==> src/hdl/pmb_pkg.sv <==
// Shared constants and types for the pixel merge and blend unit.
// No dependencies; used by the top level and by its checker.
`timescale 1ns / 1ps

package pmb_pkg;

   localparam int MIN_SAMPLE_BITS = 8;
   localparam int MAX_SAMPLE_BITS = 16;
   localparam int PIX_W           = 16;
   localparam int PIPE_LATENCY    = 7;

   // Operation codes; codes 5 to 7 are unused and give a zero result.
   typedef enum logic [2:0] {
      OP_WEIGHTED   = 3'd0,
      OP_MASKED     = 3'd1,
      OP_PREMUL     = 3'd2,
      OP_MAKE_DIFF  = 3'd3,
      OP_MERGE_DIFF = 3'd4
   } op_type;

   typedef enum logic [1:0] {
      CSR_OPERATION = 2'd0,
      CSR_DEPTH     = 2'd1,
      CSR_WEIGHT    = 2'd2,
      CSR_OFFSET    = 2'd3
   } csr_idx_type;

endpackage

==> src/hdl/pixel_merge_blend_unit.sv <==
// Pixel merge and blend unit: weighted, masked and premultiplied merges and
// difference operations on two samples. Depends on pmb_pkg.
`timescale 1ns / 1ps

// Usage
//    Input: drive req_* fields and raise start; an item is taken at each rising
//    edge with start high and busy low. busy is only high during reset, so an
//    item can be taken in every cycle.
//    Output: rsp_valid marks rsp_result_pixel and rsp_row_end_out for exactly
//    one cycle, in the order the items were taken. The receiver
//    cannot stall the unit, and none is needed: one item enters and one result
//    leaves per clock.
//    Configuration: csr_index selects operation, sample_depth, merge_weight or
//    premul_offset, written when csr_valid is high (csr_ready is always high).
//    Write only while no item is in flight.
//    The pipeline runs through operand prep, the two 16x16 multipliers, the
//    sum, three stages that divide by 2^depth-1 through end-around folding,
//    and the output select.
//    Reset (synchronous) empties the pipeline and restores the registers:
//    operation 0, depth 8, weight 16384, offset 0.
module pixel_merge_blend_unit
   import pmb_pkg::*;
(
   input  logic             clock,
   input  logic             reset,
   input  logic             start,
   output logic             busy,
   input  logic [PIX_W-1:0] req_first_pixel,
   input  logic [PIX_W-1:0] req_second_pixel,
   input  logic [PIX_W-1:0] req_mask_value,
   input  logic             req_row_end,
   output logic             rsp_valid,
   output logic [PIX_W-1:0] rsp_result_pixel,
   output logic             rsp_row_end_out,
   input  logic             csr_valid,
   output logic             csr_ready,
   input  logic [1:0]       csr_index,
   input  logic [15:0]      csr_data
);

   typedef struct packed {
      logic [2:0]       op;
      logic [4:0]       depth;
      logic [PIX_W-1:0] max_val;
      logic [PIX_W-1:0] pix_b;
      logic             neg;
      logic [PIX_W-1:0] direct;
      logic             row_end;
   } ctl_type;

   // Configuration registers.
   logic [2:0]  op_ff, op_in;
   logic [4:0]  depth_ff, depth_in;
   logic [14:0] weight_ff, weight_in;
   logic [15:0] offset_ff, offset_in;

   // Pipeline registers.
   logic [PIPE_LATENCY-1:0] vld_ff, vld_in;
   ctl_type                 ctl_ff [0:PIPE_LATENCY-1];
   ctl_type                 ctl_in [0:PIPE_LATENCY-1];
   ctl_type                 ctl0_in;
   logic [15:0]             c0_ff, c0_in, x0_ff, x0_in, c1_ff, c1_in, x1_ff, x1_in;
   logic [15:0]             add_ff, add_in, add1_ff, add1_in;
   logic [31:0]             p0_ff, p0_in, p1_ff, p1_in;
   logic [31:0]             num_ff, num_in;
   logic [17:0]             fold_ff, fold_in, fold2_ff, fold2_in;
   logic [16:0]             quo_ff, quo_in, quo2_ff, quo2_in, quo3_ff, quo3_in;
   logic [PIX_W-1:0]        res_ff, res_in;

   // Derived configuration.
   logic [4:0]       d_eff;
   logic [PIX_W-1:0] max_val;
   logic [PIX_W-1:0] half_val;

   assign busy      = reset;
   assign csr_ready = 1'b1;

   always_comb begin
      op_in     = op_ff;
      depth_in  = depth_ff;
      weight_in = weight_ff;
      offset_in = offset_ff;
      if (csr_valid) begin
         unique case (csr_idx_type'(csr_index))
            CSR_OPERATION: op_in     = csr_data[2:0];
            CSR_DEPTH:     depth_in  = csr_data[4:0];
            CSR_WEIGHT:    weight_in = csr_data[14:0];
            CSR_OFFSET:    offset_in = csr_data;
         endcase
      end
   end

   always_comb begin
      if (depth_ff < 5'(MIN_SAMPLE_BITS)) begin
         d_eff = 5'(MIN_SAMPLE_BITS);
      end else if (depth_ff > 5'(MAX_SAMPLE_BITS)) begin
         d_eff = 5'(MAX_SAMPLE_BITS);
      end else begin
         d_eff = depth_ff;
      end
      max_val  = PIX_W'((17'd1 << d_eff) - 17'd1);
      half_val = PIX_W'(17'd1 << (d_eff - 5'd1));
   end

   // Stage 0: operand preparation and the difference operations.
   always_comb begin
      logic [PIX_W-1:0]  mm;
      logic [14:0]       w_eff;
      logic              neg;
      logic [PIX_W-1:0]  mag;
      logic signed [17:0] diff_s, half_s, clamp_s;
      logic [16:0]       sum_ab, over;
      logic [PIX_W-1:0]  mkdiff, mgdiff;

      mm    = (req_mask_value > max_val) ? max_val : req_mask_value;
      w_eff = (d_eff > 5'(MIN_SAMPLE_BITS) && weight_ff == 15'd0) ? 15'd1 : weight_ff;
      neg   = req_first_pixel < offset_ff;
      mag   = neg ? (offset_ff - req_first_pixel) : (req_first_pixel - offset_ff);

      diff_s = $signed({2'b00, req_first_pixel}) - $signed({2'b00, req_second_pixel});
      half_s = $signed({2'b00, half_val});
      if (diff_s < -half_s) begin
         clamp_s = -half_s;
      end else if (diff_s > half_s - 18'sd1) begin
         clamp_s = half_s - 18'sd1;
      end else begin
         clamp_s = diff_s;
      end
      mkdiff = PIX_W'(clamp_s + half_s);

      sum_ab = {1'b0, req_first_pixel} + {1'b0, req_second_pixel};
      over   = sum_ab - {1'b0, half_val};
      if (sum_ab < {1'b0, half_val}) begin
         mgdiff = '0;
      end else if (over > {1'b0, max_val}) begin
         mgdiff = max_val;
      end else begin
         mgdiff = over[PIX_W-1:0];
      end

      c0_in  = '0;
      x0_in  = req_first_pixel;
      c1_in  = '0;
      x1_in  = req_second_pixel;
      add_in = '0;
      ctl0_in.op      = op_ff;
      ctl0_in.depth   = d_eff;
      ctl0_in.max_val = max_val;
      ctl0_in.pix_b   = req_second_pixel;
      ctl0_in.neg     = neg;
      ctl0_in.direct  = '0;
      ctl0_in.row_end = req_row_end;

      unique case (op_type'(op_ff))
         OP_WEIGHTED: begin
            c0_in  = 16'(17'd32768 - 17'(w_eff));
            c1_in  = {1'b0, w_eff};
            add_in = 16'd16384;
         end
         OP_MASKED: begin
            c0_in  = max_val - mm;
            c1_in  = mm;
            add_in = max_val >> 1;
         end
         OP_PREMUL: begin
            c0_in  = max_val - mm;
            x0_in  = mag;
            add_in = max_val >> 1;
         end
         OP_MAKE_DIFF:  ctl0_in.direct = mkdiff;
         OP_MERGE_DIFF: ctl0_in.direct = mgdiff;
         default:       ctl0_in.direct = '0;
      endcase
   end

   // Stages 1 to 6.
   always_comb begin
      logic [16:0] q1, qa, qb;
      logic [17:0] fa, fb;
      logic [17:0] psum;

      ctl_in[0] = ctl0_in;
      for (int k = 1; k < PIPE_LATENCY; k++) begin
         ctl_in[k] = ctl_ff[k-1];
      end
      vld_in = {vld_ff[PIPE_LATENCY-2:0], start & ~busy};

      // Stage 1: products.
      p0_in   = c0_ff * x0_ff;
      p1_in   = c1_ff * x1_ff;
      add1_in = add_ff;

      // Stage 2: numerator; it stays below 2^32 for every input.
      num_in = p0_ff + p1_ff + {16'd0, add1_ff};

      // Stage 3: first fold. N = q*2^d + r gives N/M = q + (q + r)/M.
      q1      = 17'(num_ff >> ctl_ff[2].depth);
      fold_in = 18'(q1) + {2'b00, num_ff[PIX_W-1:0] & ctl_ff[2].max_val};
      quo_in  = q1;
      if (op_type'(ctl_ff[2].op) == OP_WEIGHTED) begin
         ctl_in[3].direct = (num_ff[30:15] > ctl_ff[2].max_val) ? ctl_ff[2].max_val
                                                                : num_ff[30:15];
      end

      // Stage 4: two more folds leave a value below twice the maximum.
      qa       = 17'(fold_ff >> ctl_ff[3].depth);
      fa       = 18'(qa) + {2'b00, fold_ff[PIX_W-1:0] & ctl_ff[3].max_val};
      qb       = 17'(fa >> ctl_ff[3].depth);
      fb       = 18'(qb) + {2'b00, fa[PIX_W-1:0] & ctl_ff[3].max_val};
      fold2_in = fb;
      quo2_in  = quo_ff + qa + qb;

      // Stage 5: final correction of the quotient.
      quo3_in = (fold2_ff >= {2'b00, ctl_ff[4].max_val}) ? quo2_ff + 17'd1 : quo2_ff;

      // Stage 6: result select and saturation.
      psum = {2'b00, ctl_ff[5].pix_b} + {1'b0, quo3_ff};
      unique case (op_type'(ctl_ff[5].op))
         OP_MASKED: begin
            res_in = (quo3_ff > {1'b0, ctl_ff[5].max_val}) ? ctl_ff[5].max_val
                                                          : quo3_ff[PIX_W-1:0];
         end
         OP_PREMUL: begin
            if (ctl_ff[5].neg) begin
               res_in = (quo3_ff > {1'b0, ctl_ff[5].pix_b}) ? '0
                        : ctl_ff[5].pix_b - quo3_ff[PIX_W-1:0];
            end else begin
               res_in = (psum > {2'b00, ctl_ff[5].max_val}) ? ctl_ff[5].max_val
                                                           : psum[PIX_W-1:0];
            end
         end
         default: res_in = ctl_ff[5].direct;
      endcase
   end

   always_ff @(posedge clock) begin
      if (reset) begin
         vld_ff    <= '0;
         op_ff     <= OP_WEIGHTED;
         depth_ff  <= 5'd8;
         weight_ff <= 15'd16384;
         offset_ff <= 16'd0;
      end else begin
         vld_ff    <= vld_in;
         op_ff     <= op_in;
         depth_ff  <= depth_in;
         weight_ff <= weight_in;
         offset_ff <= offset_in;
      end
   end

   always_ff @(posedge clock) begin
      ctl_ff   <= ctl_in;
      c0_ff    <= c0_in;
      x0_ff    <= x0_in;
      c1_ff    <= c1_in;
      x1_ff    <= x1_in;
      add_ff   <= add_in;
      add1_ff  <= add1_in;
      p0_ff    <= p0_in;
      p1_ff    <= p1_in;
      num_ff   <= num_in;
      fold_ff  <= fold_in;
      fold2_ff <= fold2_in;
      quo_ff   <= quo_in;
      quo2_ff  <= quo2_in;
      quo3_ff  <= quo3_in;
      res_ff   <= res_in;
   end

   assign rsp_valid        = vld_ff[PIPE_LATENCY-1];
   assign rsp_result_pixel = res_ff;
   assign rsp_row_end_out  = ctl_ff[PIPE_LATENCY-1].row_end;

endmodule

==> config.mk <==
export PLATFORM = sky130hd
export DESIGN_NAME = pixel_merge_blend_unit
export DESIGN_NICKNAME = d
export VERILOG_FILES = /design/src/hdl/pmb_pkg.sv /design/src/hdl/pixel_merge_blend_unit.sv
export SDC_FILE = /design/constraint.sdc
export NUM_CORES = 2
export LEC_CHECK = 0
export BUFFER_PORTS_ARGS = -buffer_cell sky130_fd_sc_hd__buf_2
export CORE_MARGIN = 2
export CORE_UTILIZATION = 55
export CTS_CLUSTER_SIZE = 40
export DETAILED_ROUTE_END_ITERATION = 6
export PLACE_DENSITY = 0.71
export RECOVER_POWER = 100
export SYNTH_ARGS = -nofsm -noshare
export SYNTH_HDL_FRONTEND = slang
export SYNTH_SLANG_ARGS = --single-unit
==> constraint.sdc <==
create_clock -name clock -period 8.8 [get_ports clock]
set_input_delay 0.44 -clock clock [delete_from_list [all_inputs] [get_ports clock]]
set_output_delay 0.44 -clock clock [all_outputs]
set_load 0.03 [all_outputs]
==> out/summary.txt <==
slowest CP cell -> dfxtp_1
I/O pin count -> 91
largest family of logic cells by synthesized area -> adder cells
crit end category -> flop
die height -> 311 um
Initial Util -> 55.5%
critical path peak fanout -> 10
core region area -> 0.0933 mm^2
ratio of final minimum period to clock period -> 92.8%
worst path arrival time -> 8700 ps
CP max stage delay -> 600 ps
clock slew at reported path FFs -> 70 ps
measured slew at the worst slew-check pin -> 2380 ps
min-delay src -> start
R2R Path End -> quo2_ff[15]$_DFF_P_
vias in the first global route -> 39,700
RSZ-0062 raised after global routing -> false
CTS H-tree depth -> 3
CP Launch Type -> flop
Post-synth EDFFs -> 0
worst reg2reg path startpoint -> ctl_ff[225]$_DFF_P_
Yosys reg bits -> 662
MaxCap Viol Count -> 4
Leak -> 26.7 nW
final worst clock skew -> 33.8 ps
Synth Area in Simple Gates -> 15.1%
crit path time final -> 8170 ps
vias per cell -> 5.63
# DRC -> 0
total die area -> 0.0967 mm^2
Die Width -> 311 um
mux cell area share after synthesis -> 3.51%
Routed Wire Length -> 141,000 um
root buffer cell -> clkbuf_16
critical setup path kind -> flop to flop
Synth area leader -> dfxtp_1
initial antenna violation count -> 17
# setup viols final -> 0
DR vias -> 40,000
IO Port Bufs -> 89
Area Overhead vs Synth -> 7.77%
Final GP Congestion -> 0.968
CP dominant cell by count -> o21ai_0
Mapped Cells -> 5,744
Post-layout nets -> 6,919
overall routing resource usage -> 29.0%
Max Clk Rate -> 122 MHz
ys async rst share -> 0%
Hold Path Cell Cnt -> 2
Slew Limit Headroom -> -58.9%
PD cells -> 370 mW/mm^2
Synth area leaders -> dfxtp_1 (26%), fa_1 (17%), ha_1 (15%)
Site Rows -> 112
top cell type's share of synthesized area -> 25.6%
largest net degree at the start of global routing -> 48
fill count -> 8,242
status -> finished, violations left
drt wl/cell -> 19.8 um
mean area per synthesized cell -> 9.02 um^2
first-pass GRT wire length -> 221,000 um
# resized after CTS -> 0
DRT antenna net count -> 0
Synth cell types -> 96
grt ovf -> 0
failing checks -> capacitance limit, slew limit
setup_tns -> 0 ps
clock buffer depth -> 3
Mapped Area -> 0.0518 mm^2
Final Max Tran Viols -> 142
reg-to-reg setup timing slack -> 630 ps
peak supply drop -> 0.647 mV
Seq/Total Area, Yosys -> 25.6%
Fin. Hold Viols -> 0
xor and xnor fraction of the mapped netlist area -> 4.53%
Warnings, synthesis -> 0
ys flop type -> dfxtp_1
HPWL after detailed placement -> 113,000 um
FF-to-FF path depth -> 29
Worst-Skew Late Latency -> 630 ps
Sink Count -> 662
TritonCTS clock tree -> done
adder-cell share of the synthesized area -> 31.5%
worst hold slack -> 59.6 ps
Hold Path Sink -> vld_ff[0]$_SDFF_PP0_
layout cells sized above 1 -> 4.80%
total CTS buffers -> 69
drt pass-1 iters -> 6
Worst Path Required -> 9330 ps
Compound-Gate Fraction of Synth Area -> 13.0%
DRT iter0 DRCs -> 3,053
Hold WC Path Type -> input port to flop
metal layers:
| metal | vias to the layer above | share of wire [%] | wire (um) | GRT usage [%] |
|---|---|---|---|---|
| met3 | 326 | 6.5 | 9200 | 4.07 |
| met2 | 1364 | 47 | 66400 | 48.9 |
| met1 | 19200 | 42 | 59200 | 37.6 |
| met4 | 24 | 4.3 | 6060 | 11.7 |
| li1 | 19200 | - | - | - |
| met5 | - | 0.12 | 171 | 0 |
synth_stat cells, types with 27 or more instances:
master	n
a211oi_1	54
a21o_1	96
a21oi_1	316
and2_1	261
and3_1	30
clkbuf_1	169
dfxtp_1	662
fa_1	433
ha_1	612
inv_1	715
mux2_2	27
mux2i_1	122
nand2_1	635
nand2b_1	38
nand3_1	83
nand4_1	33
nor2_1	319
nor2b_1	69
nor3_1	80
o21a_1	47
o21ai_0	209
o21bai_1	30
o22ai_1	40
or3_1	31
xnor2_1	177
xor2_1	91
area by class of cell:
type / count / area, um^2 / area share, %
Inverter: 719 / 2700 / 4.83
Clock buffer: 91 / 1950 / 3.50
Sequential cell: 662 / 13300 / 23.7
Antenna cell: 6 / 15.0 / 0.0269
Timing Repair Buffer: 152 / 858 / 1.54
Multi-Input combinational cell: 4199 / 35100 / 62.8
Clock inverter: 36 / 405 / 0.726
Tap cell: 1254 / 1570 / 2.81
worst max path at each step:
stage,endpoint,start,slack (ps),depth (start not counted)
CTS,quo2_ff[15]$_DFF_P_,ctl_ff[225]$_DFF_P_,670,29
global route,quo2_ff[15]$_DFF_P_,ctl_ff[225]$_DFF_P_,7,33
global placement,quo2_ff[15]$_DFF_P_,ctl_ff[225]$_DFF_P_,760,29
finish,quo2_ff[15]$_DFF_P_,ctl_ff[225]$_DFF_P_,630,29
detailed placement,quo2_ff[15]$_DFF_P_,ctl_ff[225]$_DFF_P_,740,29
floorplan,quo2_ff[16]$_DFF_P_,ctl_ff[225]$_DFF_P_,1010,33
logic make-up after synthesis:
| kind of cell | after synthesis |
|---|---|
| AND/OR/NAND/NOR | 1652 |
| adder cells (fa/ha/maj) | 1045 |
| AO/OA/AOI/OAI | 1033 |
| buffers and inverters | 920 |
| flip-flops | 662 |
| XOR/XNOR | 268 |
| multiplexers | 162 |
| other | 2 |
sequential cells by signal, indices dropped and copies added (netlist names), 17 cells and up:
signal	flops
fold_ff	18
fold2_ff	18
p1_ff	32
quo_ff	17
num_ff	32
quo3_ff	17
quo2_ff	17
p0_ff	32
ctl_ff	322
critical path, delay by kind of cell, from the launching register on:
| kind | cells | cell delay [ps] |
|---|---|---|
| AO/OA/AOI/OAI | 16 | 3510 |
| adder cells (fa/ha/maj) | 4 | 1640 |
| buffers and inverters | 1 | 280 |
| flip-flops | 1 | 600 |
| multiplexers | 5 | 1570 |
| AND/OR/NAND/NOR | 3 | 420 |
report_power, final:
group	internal, mW	total (mW)	switching [mW]
sequential	3.82	4.51	0.686
combinational	5.55	13.2	7.62
clock	1.74	3.00	1.26
total	11.1	20.7	9.57
per-stage QoR:
stage                     cell area, um^2  total power, mW  cells  worst slack (ps)  util, %
after floorplan                     52000             14.1   5781              1010        -
after global placement              53600             17.5   6972               763     57.4
after detailed placement            53600             17.6   6972               740     57.4
after CTS                           56100             20.8   7113               673     60.1
after global routing                55800             22.6   7116              6.77     59.8
final                               55800             20.7   7119               632     59.8
layout by cell type, fill, tap and decap left out, types with 31 or more instances in the layout:
cell type and count:
nand3_1 83, ha_1 612, nand2b_1 38, nand2_1 635
buf_4 36, and2_1 239, nor2b_1 69, mux2i_1 122
xnor2_1 177, clkbuf_16 73, clkbuf_1 62, inv_1 715
a211oi_1 54, fa_1 433, a21o_1 96, o21a_1 47
nor2_1 319, a21oi_1 316, xor2_1 91, buf_2 52
or3_1 31, o22ai_1 42, conb_1 39, nor3_1 80
dfxtp_1 662, nand4_1 33, o21ai_0 215
what timing repair did:
| item | 4_1_cts | 5_1_grt |
|---|---|---|
| hold buffers | 14 | 0 |
| hold endpoints to repair | 14 | 0 |
| setup buffers | 0 | 0 |
No activity file was read; power rests on OpenSTA's default activity.
